===== config.mk =====
export PLATFORM = sky130hd
export DESIGN_NAME = quad_x_motor_mixer_unit_flat
export DESIGN_NICKNAME = d
export VERILOG_FILES = /design/src/rtl/qxmm_pkg.sv /design/src/rtl/qxmm_ifs.sv /design/src/rtl/qxmm_motor_lane.sv /design/src/rtl/quad_x_motor_mixer_unit.sv /design/src/flat_wrapper.sv
export SDC_FILE = /design/constraint.sdc
export NUM_CORES = 2
export LEC_CHECK = 0
export ABC_AREA = 1
export ABC_CLOCK_PERIOD_IN_PS = 15100
export BUFFER_PORTS_ARGS = -buffer_cell sky130_fd_sc_hd__buf_2
export CORE_ASPECT_RATIO = 0.7
export CORE_MARGIN = 1.5
export CORE_UTILIZATION = 50
export CTS_CLUSTER_SIZE = 10
export DETAILED_ROUTE_END_ITERATION = 8
export PLACE_DENSITY = 0.66
export SLEW_MARGIN = 20
export SYNTH_ARGS = -nofsm -noshare
export SYNTH_HDL_FRONTEND = slang
export SYNTH_HIERARCHICAL = 1
export SYNTH_SLANG_ARGS = --single-unit

===== constraint.sdc =====
create_clock -name i_clk -period 15.1 [get_ports i_clk]
set_clock_uncertainty 0.15 [all_clocks]
set_input_delay 0.755 -clock i_clk [delete_from_list [all_inputs] [get_ports i_clk]]
set_output_delay 0.755 -clock i_clk [all_outputs]
set_load 0.005 [all_outputs]

===== src/rtl/qxmm_pkg.sv =====
`timescale 1ns / 1ps
// ----------------------------------------------------------------------------
// qxmm_pkg
// Shared widths, register indexes and types of the quad X motor mixer.
// ----------------------------------------------------------------------------
package qxmm_pkg;

    // Fixed field widths of the command and duty beats
    localparam int FIELD_W   = 16;
    localparam int MIX_W     = FIELD_W + 2;        // sum of three signed terms
    localparam int SUM_W     = FIELD_W + 1;        // clamped mix plus throttle
    localparam int PROD_W    = SUM_W + FIELD_W;    // sum times gain
    localparam int GAIN_FRAC = 14;                 // Q2.14 gain
    localparam int SCALED_W  = PROD_W - GAIN_FRAC;

    localparam int DUTY_WIDTH_DEF = 16;

    // Configuration register map
    localparam int CFG_IDX_W = 3;
    localparam logic [CFG_IDX_W-1:0] REG_MIN_DUTY    = 3'd0;
    localparam logic [CFG_IDX_W-1:0] REG_MAX_DUTY    = 3'd1;
    localparam logic [CFG_IDX_W-1:0] REG_GAIN_ONE    = 3'd2;
    localparam logic [CFG_IDX_W-1:0] REG_GAIN_TWO    = 3'd3;
    localparam logic [CFG_IDX_W-1:0] REG_GAIN_THREE  = 3'd4;
    localparam logic [CFG_IDX_W-1:0] REG_GAIN_FOUR   = 3'd5;

    localparam logic [FIELD_W-1:0] MIN_DUTY_RST = 16'd0;
    localparam logic [FIELD_W-1:0] MAX_DUTY_RST = 16'd10000;
    localparam logic [FIELD_W-1:0] GAIN_RST     = 16'd16384;

    // Stage advance enables handed to each motor lane
    typedef struct packed {
        logic en_mid;
        logic en_out;
    } t_stage_ctl;

endpackage


===== src/rtl/qxmm_ifs.sv =====
`timescale 1ns / 1ps
// ----------------------------------------------------------------------------
// qxmm_cmd_if / qxmm_duty_if
// Valid/ready channels for control command beats and motor duty beats.
// ----------------------------------------------------------------------------
interface qxmm_cmd_if;
    import qxmm_pkg::*;

    logic                      valid;
    logic                      ready;
    logic signed [FIELD_W-1:0] roll_term;
    logic signed [FIELD_W-1:0] pitch_term;
    logic signed [FIELD_W-1:0] yaw_term;
    logic        [FIELD_W-1:0] throttle_level;
    logic                      armed;

    modport source (
        output valid, roll_term, pitch_term, yaw_term, throttle_level, armed,
        input  ready
    );
    modport sink (
        input  valid, roll_term, pitch_term, yaw_term, throttle_level, armed,
        output ready
    );
endinterface

interface qxmm_duty_if;
    import qxmm_pkg::*;

    logic               valid;
    logic               ready;
    logic [FIELD_W-1:0] duty_one;
    logic [FIELD_W-1:0] duty_two;
    logic [FIELD_W-1:0] duty_three;
    logic [FIELD_W-1:0] duty_four;

    modport source (
        output valid, duty_one, duty_two, duty_three, duty_four,
        input  ready
    );
    modport sink (
        input  valid, duty_one, duty_two, duty_three, duty_four,
        output ready
    );
endinterface


===== src/rtl/qxmm_motor_lane.sv =====
`timescale 1ns / 1ps
// ----------------------------------------------------------------------------
// qxmm_motor_lane
// One motor: clamp the mix, add throttle, scale by gain, clamp, gate by arm.
// ----------------------------------------------------------------------------
module qxmm_motor_lane #(
    parameter int LIM_W = qxmm_pkg::DUTY_WIDTH_DEF
) (
    input  logic                               i_clk,
    input  qxmm_pkg::t_stage_ctl               i_ctl,
    input  logic signed [qxmm_pkg::MIX_W-1:0]  i_mix,
    input  logic [qxmm_pkg::FIELD_W-1:0]       i_throttle,
    input  logic                               i_armed,
    input  logic [LIM_W-1:0]                   i_min_duty,
    input  logic [LIM_W-1:0]                   i_max_duty,
    input  logic [qxmm_pkg::FIELD_W-1:0]       i_gain,
    output logic [qxmm_pkg::FIELD_W-1:0]       o_duty
);
    import qxmm_pkg::*;

    logic [FIELD_W-1:0]      min16;
    logic [FIELD_W-1:0]      max16;
    logic signed [MIX_W-1:0] lo_s;
    logic signed [MIX_W-1:0] hi_s;
    logic signed [MIX_W-1:0] clamp_lo;
    logic signed [MIX_W-1:0] clamp_hi;
    logic [SUM_W-1:0]        n_sum;
    logic [SUM_W-1:0]        r_sum;
    logic                    r_armed;
    logic [PROD_W-1:0]       prod;
    logic [SCALED_W-1:0]     scaled;
    logic [FIELD_W-1:0]      n_duty;
    logic [FIELD_W-1:0]      r_duty;

    assign min16 = FIELD_W'(i_min_duty);
    assign max16 = FIELD_W'(i_max_duty);
    assign lo_s  = signed'(MIX_W'(min16));
    assign hi_s  = signed'(MIX_W'(max16));

    // lower bound first, then upper: min above max ends at max
    always_comb begin
        clamp_lo = (i_mix < lo_s) ? lo_s : i_mix;
        clamp_hi = (clamp_lo > hi_s) ? hi_s : clamp_lo;
        n_sum    = SUM_W'(clamp_hi[FIELD_W-1:0]) + SUM_W'(i_throttle);
    end

    always_ff @(posedge i_clk) begin
        if (i_ctl.en_mid) begin
            r_sum   <= n_sum;
            r_armed <= i_armed;
        end
    end

    // upper bound tested first, lower only if the upper did not fire
    always_comb begin
        prod   = PROD_W'(r_sum) * PROD_W'(i_gain);
        scaled = prod[PROD_W-1:GAIN_FRAC];
        if (scaled > SCALED_W'(max16)) begin
            n_duty = max16;
        end else if (scaled < SCALED_W'(min16)) begin
            n_duty = min16;
        end else begin
            n_duty = scaled[FIELD_W-1:0];
        end
        if (!r_armed) begin
            n_duty = '0;
        end
    end

    always_ff @(posedge i_clk) begin
        if (i_ctl.en_out) begin
            r_duty <= n_duty;
        end
    end

    assign o_duty = r_duty;

endmodule


===== src/rtl/quad_x_motor_mixer_unit.sv =====
`timescale 1ns / 1ps
// ----------------------------------------------------------------------------
// quad_x_motor_mixer_unit
// X-frame quadcopter mixer: roll, pitch, yaw and throttle to four PWM duties.
// ----------------------------------------------------------------------------
// Each command beat (roll, pitch, yaw, throttle, armed) yields one duty beat
// for four motors: m1=+r-p-y, m2=-r-p+y, m3=+r+p+y, m4=-r+p-y. Each mix is
// clamped to [min_duty, max_duty], throttle is added, the sum is scaled by
// the motor's unsigned Q2.14 gain (truncated), clamped again and driven out;
// a disarmed beat gives all zeros. The datapath is a three-register pipeline
// (command register, throttle-sum register, duty register), so a beat is
// accepted every clock while the sink keeps up; its duties pass through the
// three registers in that order and are presented from the duty register.
// The one 17x16 gain multiply per motor sits alone
// between the sum and duty registers. Back-pressure stalls the pipeline
// stage by stage, and bubbles are squeezed out. Configuration writes
// (index 0 min_duty, 1 max_duty, 2..5 gains) take effect at once and are
// meant to happen while no beat is in flight. DUTY_WIDTH masks the duty
// limits to that many bits (above 16 it has no further effect).
// ----------------------------------------------------------------------------
module quad_x_motor_mixer_unit #(
    parameter int DUTY_WIDTH = qxmm_pkg::DUTY_WIDTH_DEF
) (
    input  logic                             i_clk,
    input  logic                             i_rst_n,
    input  logic                             i_cfg_we,
    input  logic [qxmm_pkg::CFG_IDX_W-1:0]   i_cfg_idx,
    input  logic [qxmm_pkg::FIELD_W-1:0]     i_cfg_data,
    qxmm_cmd_if.sink                         i_cmd,
    qxmm_duty_if.source                      o_duty
);
    import qxmm_pkg::*;

    // Limit registers never hold more than the 16-bit field
    localparam int LIM_W = (DUTY_WIDTH < FIELD_W) ? DUTY_WIDTH : FIELD_W;

    // ---------------- configuration registers ----------------
    logic [LIM_W-1:0]   r_min_duty;
    logic [LIM_W-1:0]   r_max_duty;
    logic [FIELD_W-1:0] r_gain [4];

    always_ff @(posedge i_clk) begin
        if (!i_rst_n) begin
            r_min_duty <= MIN_DUTY_RST[LIM_W-1:0];
            r_max_duty <= MAX_DUTY_RST[LIM_W-1:0];
            for (int k = 0; k < 4; k++) begin
                r_gain[k] <= GAIN_RST;
            end
        end else if (i_cfg_we) begin
            unique case (i_cfg_idx)
                REG_MIN_DUTY:   r_min_duty <= i_cfg_data[LIM_W-1:0];
                REG_MAX_DUTY:   r_max_duty <= i_cfg_data[LIM_W-1:0];
                REG_GAIN_ONE:   r_gain[0]  <= i_cfg_data;
                REG_GAIN_TWO:   r_gain[1]  <= i_cfg_data;
                REG_GAIN_THREE: r_gain[2]  <= i_cfg_data;
                REG_GAIN_FOUR:  r_gain[3]  <= i_cfg_data;
                default: ;      // unmapped index: write dropped
            endcase
        end
    end

    // ---------------- pipeline control ----------------
    // A stage loads when it is empty or its content moves on this cycle.
    logic       r_in_vld;
    logic       r_mid_vld;
    logic       r_out_vld;
    logic       en_in;
    t_stage_ctl ctl;

    assign ctl.en_out = !r_out_vld || o_duty.ready;
    assign ctl.en_mid = !r_mid_vld || ctl.en_out;
    assign en_in      = !r_in_vld  || ctl.en_mid;

    assign i_cmd.ready  = en_in;
    assign o_duty.valid = r_out_vld;

    always_ff @(posedge i_clk) begin
        if (!i_rst_n) begin
            r_in_vld  <= 1'b0;
            r_mid_vld <= 1'b0;
            r_out_vld <= 1'b0;
        end else begin
            if (en_in)      r_in_vld  <= i_cmd.valid;
            if (ctl.en_mid) r_mid_vld <= r_in_vld;
            if (ctl.en_out) r_out_vld <= r_mid_vld;
        end
    end

    // ---------------- command register ----------------
    logic signed [FIELD_W-1:0] r_roll;
    logic signed [FIELD_W-1:0] r_pitch;
    logic signed [FIELD_W-1:0] r_yaw;
    logic        [FIELD_W-1:0] r_throttle;
    logic                      r_armed;

    always_ff @(posedge i_clk) begin
        if (en_in && i_cmd.valid) begin
            r_roll     <= i_cmd.roll_term;
            r_pitch    <= i_cmd.pitch_term;
            r_yaw      <= i_cmd.yaw_term;
            r_throttle <= i_cmd.throttle_level;
            r_armed    <= i_cmd.armed;
        end
    end

    // ---------------- X-frame mix ----------------
    logic signed [MIX_W-1:0] roll_x;
    logic signed [MIX_W-1:0] pitch_x;
    logic signed [MIX_W-1:0] yaw_x;
    logic signed [MIX_W-1:0] mix [4];

    assign roll_x  = MIX_W'(r_roll);
    assign pitch_x = MIX_W'(r_pitch);
    assign yaw_x   = MIX_W'(r_yaw);

    always_comb begin
        mix[0] =  roll_x - pitch_x - yaw_x;   // front right, CCW
        mix[1] = -roll_x - pitch_x + yaw_x;
        mix[2] =  roll_x + pitch_x + yaw_x;
        mix[3] = -roll_x + pitch_x - yaw_x;
    end

    logic [FIELD_W-1:0] duty [4];

    for (genvar g = 0; g < 4; g++) begin : g_lane
        qxmm_motor_lane #(
            .LIM_W (LIM_W)
        ) u_lane (
            .i_clk      (i_clk),
            .i_ctl      (ctl),
            .i_mix      (mix[g]),
            .i_throttle (r_throttle),
            .i_armed    (r_armed),
            .i_min_duty (r_min_duty),
            .i_max_duty (r_max_duty),
            .i_gain     (r_gain[g]),
            .o_duty     (duty[g])
        );
    end

    assign o_duty.duty_one   = duty[0];
    assign o_duty.duty_two   = duty[1];
    assign o_duty.duty_three = duty[2];
    assign o_duty.duty_four  = duty[3];

    // ---------------- checks ----------------
    // An empty duty register never back-pressures the command side.
    a_ready_when_out_free: assert property (@(posedge i_clk) disable iff (!i_rst_n)
        !r_out_vld |-> i_cmd.ready)
        else $error("command stalled with free duty register");

    // A beat held in the sum stage is not dropped while stalled.
    a_mid_held: assert property (@(posedge i_clk) disable iff (!i_rst_n)
        (r_mid_vld && !ctl.en_mid) |=> r_mid_vld)
        else $error("stalled sum-stage beat lost");

    // An accepted command lands in the command register.
    a_cmd_captured: assert property (@(posedge i_clk) disable iff (!i_rst_n)
        (i_cmd.valid && i_cmd.ready) |=> r_in_vld)
        else $error("accepted command not captured");

endmodule

===== src/flat_wrapper.sv =====
// flat-port wrapper written by rule: the top's interface ports become plain ports
module quad_x_motor_mixer_unit_flat import qxmm_pkg::*;
#(
    parameter int DUTY_WIDTH = qxmm_pkg::DUTY_WIDTH_DEF
)
  (i_clk, i_rst_n, i_cfg_we, i_cfg_idx, i_cfg_data, i_cmd_valid, i_cmd_roll_term, i_cmd_pitch_term, i_cmd_yaw_term, i_cmd_throttle_level, i_cmd_armed, i_cmd_ready, o_duty_valid, o_duty_duty_one, o_duty_duty_two, o_duty_duty_three, o_duty_duty_four, o_duty_ready);
  qxmm_cmd_if i_cmd_i ();
  qxmm_duty_if o_duty_i ();
  input  logic i_clk;
  input  logic i_rst_n;
  input  logic i_cfg_we;
  input  logic [qxmm_pkg::CFG_IDX_W-1:0] i_cfg_idx;
  input  logic [qxmm_pkg::FIELD_W-1:0] i_cfg_data;
  input wire logic [$bits(i_cmd_i.valid)-1:0] i_cmd_valid;
  input wire logic [$bits(i_cmd_i.roll_term)-1:0] i_cmd_roll_term;
  input wire logic [$bits(i_cmd_i.pitch_term)-1:0] i_cmd_pitch_term;
  input wire logic [$bits(i_cmd_i.yaw_term)-1:0] i_cmd_yaw_term;
  input wire logic [$bits(i_cmd_i.throttle_level)-1:0] i_cmd_throttle_level;
  input wire logic [$bits(i_cmd_i.armed)-1:0] i_cmd_armed;
  output wire logic [$bits(i_cmd_i.ready)-1:0] i_cmd_ready;
  output wire logic [$bits(o_duty_i.valid)-1:0] o_duty_valid;
  output wire logic [$bits(o_duty_i.duty_one)-1:0] o_duty_duty_one;
  output wire logic [$bits(o_duty_i.duty_two)-1:0] o_duty_duty_two;
  output wire logic [$bits(o_duty_i.duty_three)-1:0] o_duty_duty_three;
  output wire logic [$bits(o_duty_i.duty_four)-1:0] o_duty_duty_four;
  input wire logic [$bits(o_duty_i.ready)-1:0] o_duty_ready;
  assign i_cmd_i.valid = i_cmd_valid;
  assign i_cmd_i.roll_term = i_cmd_roll_term;
  assign i_cmd_i.pitch_term = i_cmd_pitch_term;
  assign i_cmd_i.yaw_term = i_cmd_yaw_term;
  assign i_cmd_i.throttle_level = i_cmd_throttle_level;
  assign i_cmd_i.armed = i_cmd_armed;
  assign i_cmd_ready = i_cmd_i.ready;
  assign o_duty_valid = o_duty_i.valid;
  assign o_duty_duty_one = o_duty_i.duty_one;
  assign o_duty_duty_two = o_duty_i.duty_two;
  assign o_duty_duty_three = o_duty_i.duty_three;
  assign o_duty_duty_four = o_duty_i.duty_four;
  assign o_duty_i.ready = o_duty_ready;
  quad_x_motor_mixer_unit #(.DUTY_WIDTH(DUTY_WIDTH)) u_core (.i_clk(i_clk), .i_rst_n(i_rst_n), .i_cfg_we(i_cfg_we), .i_cfg_idx(i_cfg_idx), .i_cfg_data(i_cfg_data), .i_cmd(i_cmd_i), .o_duty(o_duty_i));
endmodule

* Word level (Yosys, flattened, before mapping)
Memories as Yosys holds them, arrays and structs flattened.
Index checks and enable logic that the tools add are counted.
** Operators by class
- Mux-type cells :: 37
- Bitwise gates (word level) :: 4
- Reductions and logical operators :: 10
- Order comparisons :: 16
- Eq/ne operators :: 5
- $add $sub $neg :: 13
- $mul :: 4
** Operators by type and width (number)
- $mux 16 :: 16
- $mul 17x16->33 :: 4
- $add 16x16->17 :: 5
- $gt 19x16->1 :: 4
- $lt 19x16->1 :: 4
- $gt 18x17->1 :: 4
- $lt 18x17->1 :: 4
- $mux 18 :: 4
- $add 18x16->18 :: 2
- $sub 18x16->18 :: 2
- $add 17x16->18 :: 1
- $neg 16->18 :: 1
- $sub 17x16->18 :: 1
- $mux 1 :: 17
- $sub 16x16->17 :: 1
- $eq 3x2->1 const B :: 2
- $eq 3x3->1 const B :: 2
- $or 1x1->1 :: 4
- $reduce_and 2->1 :: 2
- $eq 3x1->1 const B :: 1
- $logic_not 1->1 :: 3
- $logic_not 3->1 :: 1
- $logic_or 1x1->1 :: 3
- $logic_and 1x1->1 :: 1
** Word-level totals
- Memories kept :: 1
- RAM bits :: 64
- Logic and storage cells :: 109
- Output and inout port bits :: 66
- Register bits after elaboration :: 233
** Memories
- u_core.r_gain :: depth 4, bits a word 16, rd ports 4, clocked after Yosys merged registers in 0, write ports 4, RTL line quad_x_motor_mixer_unit.sv:40 : logic [FIELD_W-1:0] r_gain [4];

* Depth between registers and ports, before layout
- Depth in word-level cells :: 8
- Gate-level depth with buffers :: 58
- Gate-level depth less buffers :: 56

* By module
The synthesis kept the hierarchy.
** By module, submodules not included
- qxmm_motor_lane at u_core.g_lane[0].u_lane :: instances 1, cells an instance 1829, area an instance 13530.5 um2
- qxmm_motor_lane at u_core.g_lane[1].u_lane :: instances 1, cells an instance 1807, area an instance 13340.3 um2
- qxmm_motor_lane at u_core.g_lane[3].u_lane :: instances 1, cells an instance 1794, area an instance 13305.3 um2
- qxmm_motor_lane at u_core.g_lane[2].u_lane :: instances 1, cells an instance 1784, area an instance 13266.5 um2
- quad_x_motor_mixer_unit :: instances 1, cells an instance 1184, area an instance 10920.5 um2

* Worst setup path before layout
Ideal clock, no wire load.
- Kind :: register -> register
- From :: register u_core.r_roll[1]
- To :: register u_core.g_lane[3].u_lane.r_sum[16] (data pin)
- Stages on the path, launching flop included :: 52
- Setup slack :: 6.541 ns
- Period minus slack after synthesis :: 8.559 ns
- Data required time :: 14.691 ns
- Data arrival time :: 8.150 ns
- Buffers on the path :: 2
- Cells stage by stage :: edfxtp_1 > inv_1 > ha_1 > nand2_1 > inv_1 > nand2_1 > nor2_4 > nand2_1 > nand2_1 > nand2_1 > inv_1 > fa_1 > ha_1 > a21oi_1 > a21boi_1 > nor2_1 > nor2_1 > nand2_1 > (+16 left out) > o21ai_0 > a31oi_1 > o21ai_0 > nand2_1 > nand2_1 > clkbuf_1 > o21ai_0 > ha_1 > fa_1 > a21o_1 > a21oi_1 > o21ai_0 > a21boi_0 > o21ai_0 > a21boi_0 > o21ai_0 > a21oi_1 > o21bai_1
** RTL lines
- from (decl) :: RTL line quad_x_motor_mixer_unit.sv:90 : logic signed [FIELD_W-1:0] r_roll;
- from (signal assigned) :: RTL line quad_x_motor_mixer_unit.sv:98 : r_roll <= i_cmd.roll_term;
- to (signal assigned) :: RTL line qxmm_motor_lane.sv:49 : r_sum <= n_sum;
- to (decl) :: RTL line qxmm_motor_lane.sv:28 : logic [SUM_W-1:0] r_sum;

==> metrics.csv <==
stage;metric;value;unit
timing;fin crit share;73.0;%
timing;final worst setup slack;4.07;ns
global_routing;first-pass GRT wire length;326000;um
clocking;# Post-CTS Setup Buffers;0;
setup_path;startpoint types;register;
setup_path;worst-path maximum fanout;32;
synthesis;mean post-synth cell area;7.66;um^2
floorplan;Die Ht;303;um
clocking;clock latency on the worst-skew pair;0.65;ns
global_routing;largest net degree at the start of global routing;73;
timing;actual slew at the worst max-slew pin;1.09;ns
synthesis;ys async rst share;0;%
synthesis;Synth warnings;6;
clocking;clk root buf;clkbuf_16;
setup_path;critical path's slowest cell;nand2_1;
timing;Worst slew margin;27.4;%
clocking;CTS sink cnt;300;
route;Routed Antenna Nets;0;
clocking;clock-pin slew on the worst setup and hold paths;0.07;ns
setup_path;Crit path arrival time;11.26;ns
timing;Tmin final;11.03;ns
clocking;hold buffers post-CTS;0;
floorplan;Cell Rows;109;
placed_design;# port buffers;154;
clocking;CTS tree;yes;
route;Pre-antenna DRT Iters;6;
setup_path;CP Class;register to register;
synthesis;post-synth top area share;28.0;%
timing;final setup TNS;0;ns
global_routing;GRT Resource Usage Total;32.9;%
route;initial drt markers;5831;
setup_path;Critical Path Most Common Cell;nand2_1;
layout;Area Growth Syn to Fin;5.41;%
synthesis;cell count after synthesis;8398;
clocking;Max Root-Sink Buffers;3;
placed_design;Post-Place Worst Slack;4.23;ns
synthesis;dominant cell type by area after synthesis;fa_1;
clocking;cts repair resizes;0;
status;outcome;finished clean;
synthesis;synthesized cell area;64400;um^2
route;WL/cell;21.0;um
placed_design;Post-DP HPWL;171000;um
floorplan;Die Wd;432;um
setup_path;Crit. End Element;register;
timing;final-report hold violation count;0;
layout;cell area after layout;67800;um^2
clocking;TritonCTS Buffers;41;
timing;RSZ-0062 raised after global routing;false;
synthesis;Yosys reg bits;300;
synthesis;Post-Syn Nets;10182;
timing;Setup violations, final;0;
placed_design;Cell Area, Placed;66400;um^2
route;WL final;213000;um
timing;Slew Limit Fails;0;
setup_path;max incr delay on CP;0.64;ns
floorplan;I/O Pins;155;
floorplan;core region area;127000;um^2
worst_hold_path;worst min-delay path category;input pin to register;
global_routing;gr ovfl total;0;
floorplan;die area;131000;um^2
layout;final net count;10117;
synthesis;ys flop type;edfxtp_1;
clocking;H-tree Lvls;2;
setup_path;Worst Path Required;15.34;ns
global_routing;vias in the first global route;53878;
timing;f_max;90.7;MHz
synthesis;synth top area cells;fa_1 (28%), ha_1 (15%), nand2_1 (13%);
synthesis;Distinct cells, synth;69;
route;vias;54416;
floorplan;initial core utilization;50.7;%
job;Max Cap Viol;0;
global_routing;initial antenna violation count;30;
synthesis;number of flops mapped to enable cells by yosys;265;
synthesis;register area share after synthesis;13.5;%
placed_design;final RePlAce weighted congestion;1.02;
timing;hold slack;0.133;ns
route;DR DRC count;0;
layout;fraction of layout cells with a size suffix above 1;4.83;%
route;vias per inst;5.39;
==> critical path, delay by kind of cell, from the launching register on <==
kind            cells  cell delay (ns)
flops               1             0.52
simple gates       17             2.23
buf+inv             5             0.97
compound gates     19             3.75
xor+xnor            1             0.29
fa+ha+maj           8             2.85
==> placed cells by master (no fill, tap or decap), types with 7 or more instances in the layout <==
| cell type | count |
|---|---|
| nand4_1 | 74 |
| a21boi_0 | 21 |
| o21ai_0 | 217 |
| nand3_1 | 244 |
| fa_1 | 899 |
| a31oi_1 | 11 |
| nand3_2 | 10 |
| a211oi_1 | 20 |
| nand2_2 | 31 |
| o21a_1 | 9 |
| nand2_1 | 2145 |
| nor2_2 | 14 |
| nor2_4 | 7 |
| xor2_1 | 117 |
| buf_4 | 62 |
| o21ai_1 | 10 |
| clkbuf_1 | 14 |
| buf_2 | 154 |
| a21o_1 | 36 |
| inv_1 | 2053 |
| ha_1 | 796 |
| xnor2_1 | 52 |
| nor2_1 | 370 |
| nand3_4 | 10 |
| clkbuf_16 | 45 |
| a21oi_2 | 13 |
| o21bai_1 | 40 |
| a21oi_1 | 432 |
| o211ai_1 | 10 |
| inv_2 | 12 |
| edfxtp_1 | 265 |
| nor4_1 | 14 |
| dfxtp_1 | 35 |
| diode_2 | 19 |
| nor3_1 | 33 |
==> worst paths after layout <==
check	slack, ns	from	cells past startpoint	end
setup / recovery	4.07	u_core/r_roll[1]	50	u_core/g_lane[3].u_lane/r_sum[16]
hold / removal	0.13	i_cmd_yaw_term[5]	1	u_core/r_yaw[5]
setup reg to reg	4.07	u_core/r_roll[1]	50	u_core/g_lane[3].u_lane/r_sum[16]
hold reg to reg	0.34	u_core/r_mid_vld	2	u_core/o_duty.valid
==> area by class of cell <==
type	count	area [um^2]
inverter	2071	7780
clock inverter	12	149
antenna	19	47.5
fill	12175	59100
timing repair buffer	216	1240
tap	1720	2150
sequential	300	8660
multi-input combinational	5703	46600
clock buffer	61	1210
==> synthesized netlist by cell type, types with 4 or more instances <==
cell type,count
fa_1,899
buf_6,6
nand4_1,74
a21boi_1,4
nand3_1,244
xor2_1,117
ha_1,796
a21o_1,36
nor4_1,14
clkbuf_1,282
o211ai_1,10
edfxtp_1,265
xnor2_1,52
nor2_1,370
buf_4,6
nand3_2,10
nand3b_1,6
a21oi_1,432
o21bai_1,40
inv_1,2055
o21ai_1,9
inv_2,11
a21boi_0,21
nand3_4,10
a211oi_1,20
nand2_2,31
or2_2,4
nor3_1,33
a21oi_2,13
dfxtp_1,35
buf_2,26
o21ai_0,218
nor2_4,7
nor2_2,14
a31oi_1,11
o21a_1,9
nand2_1,2146
==> per-stage QoR <==
stage	utilization [%]	std cells
finish	53.4	10102
global route	53.4	10094
CTS	53.4	10083
detailed placement	52.3	10010
global placement	52.3	10010
floorplan	-	8398
==> routing by layer <==
layer  track usage [%]  vias to the layer above  part of all wire [%]
li1                  -                    25308                     -
met1              48.7                    26104                    45
met3              8.30                      334                    12
met2              47.1                     2668                    40
met4              9.92                        2                   3.2
met5                 0                        -                0.0061
==> cell families after synthesis <==
family          synth area share (%)
compound gates                  7.49
flops                           13.5
simple gates                    19.2
fa+ha+maj                       43.4
buf+inv                         14.1
xor+xnor                        2.33
==> state kept, by name, indices dropped and copies added, names as in the netlist <==
name                          count
u_core/r_armed                    1
u_core/r_gain                    64
u_core/r_roll                    16
u_core/g_lane.u_lane/r_sum       68
u_core/r_mid_vld                  1
u_core/r_throttle                16
u_core/g_lane.u_lane/r_armed      4
u_core/o_duty.valid               1
u_core/r_max_duty                16
u_core/r_pitch                   16
u_core/r_in_vld                   1
u_core/r_yaw                     16
u_core/g_lane.u_lane/o_duty      64
u_core/r_min_duty                16
Power is not shown: default switching activity piles up to over one toggle a cycle in this logic, so the estimate is an artifact.
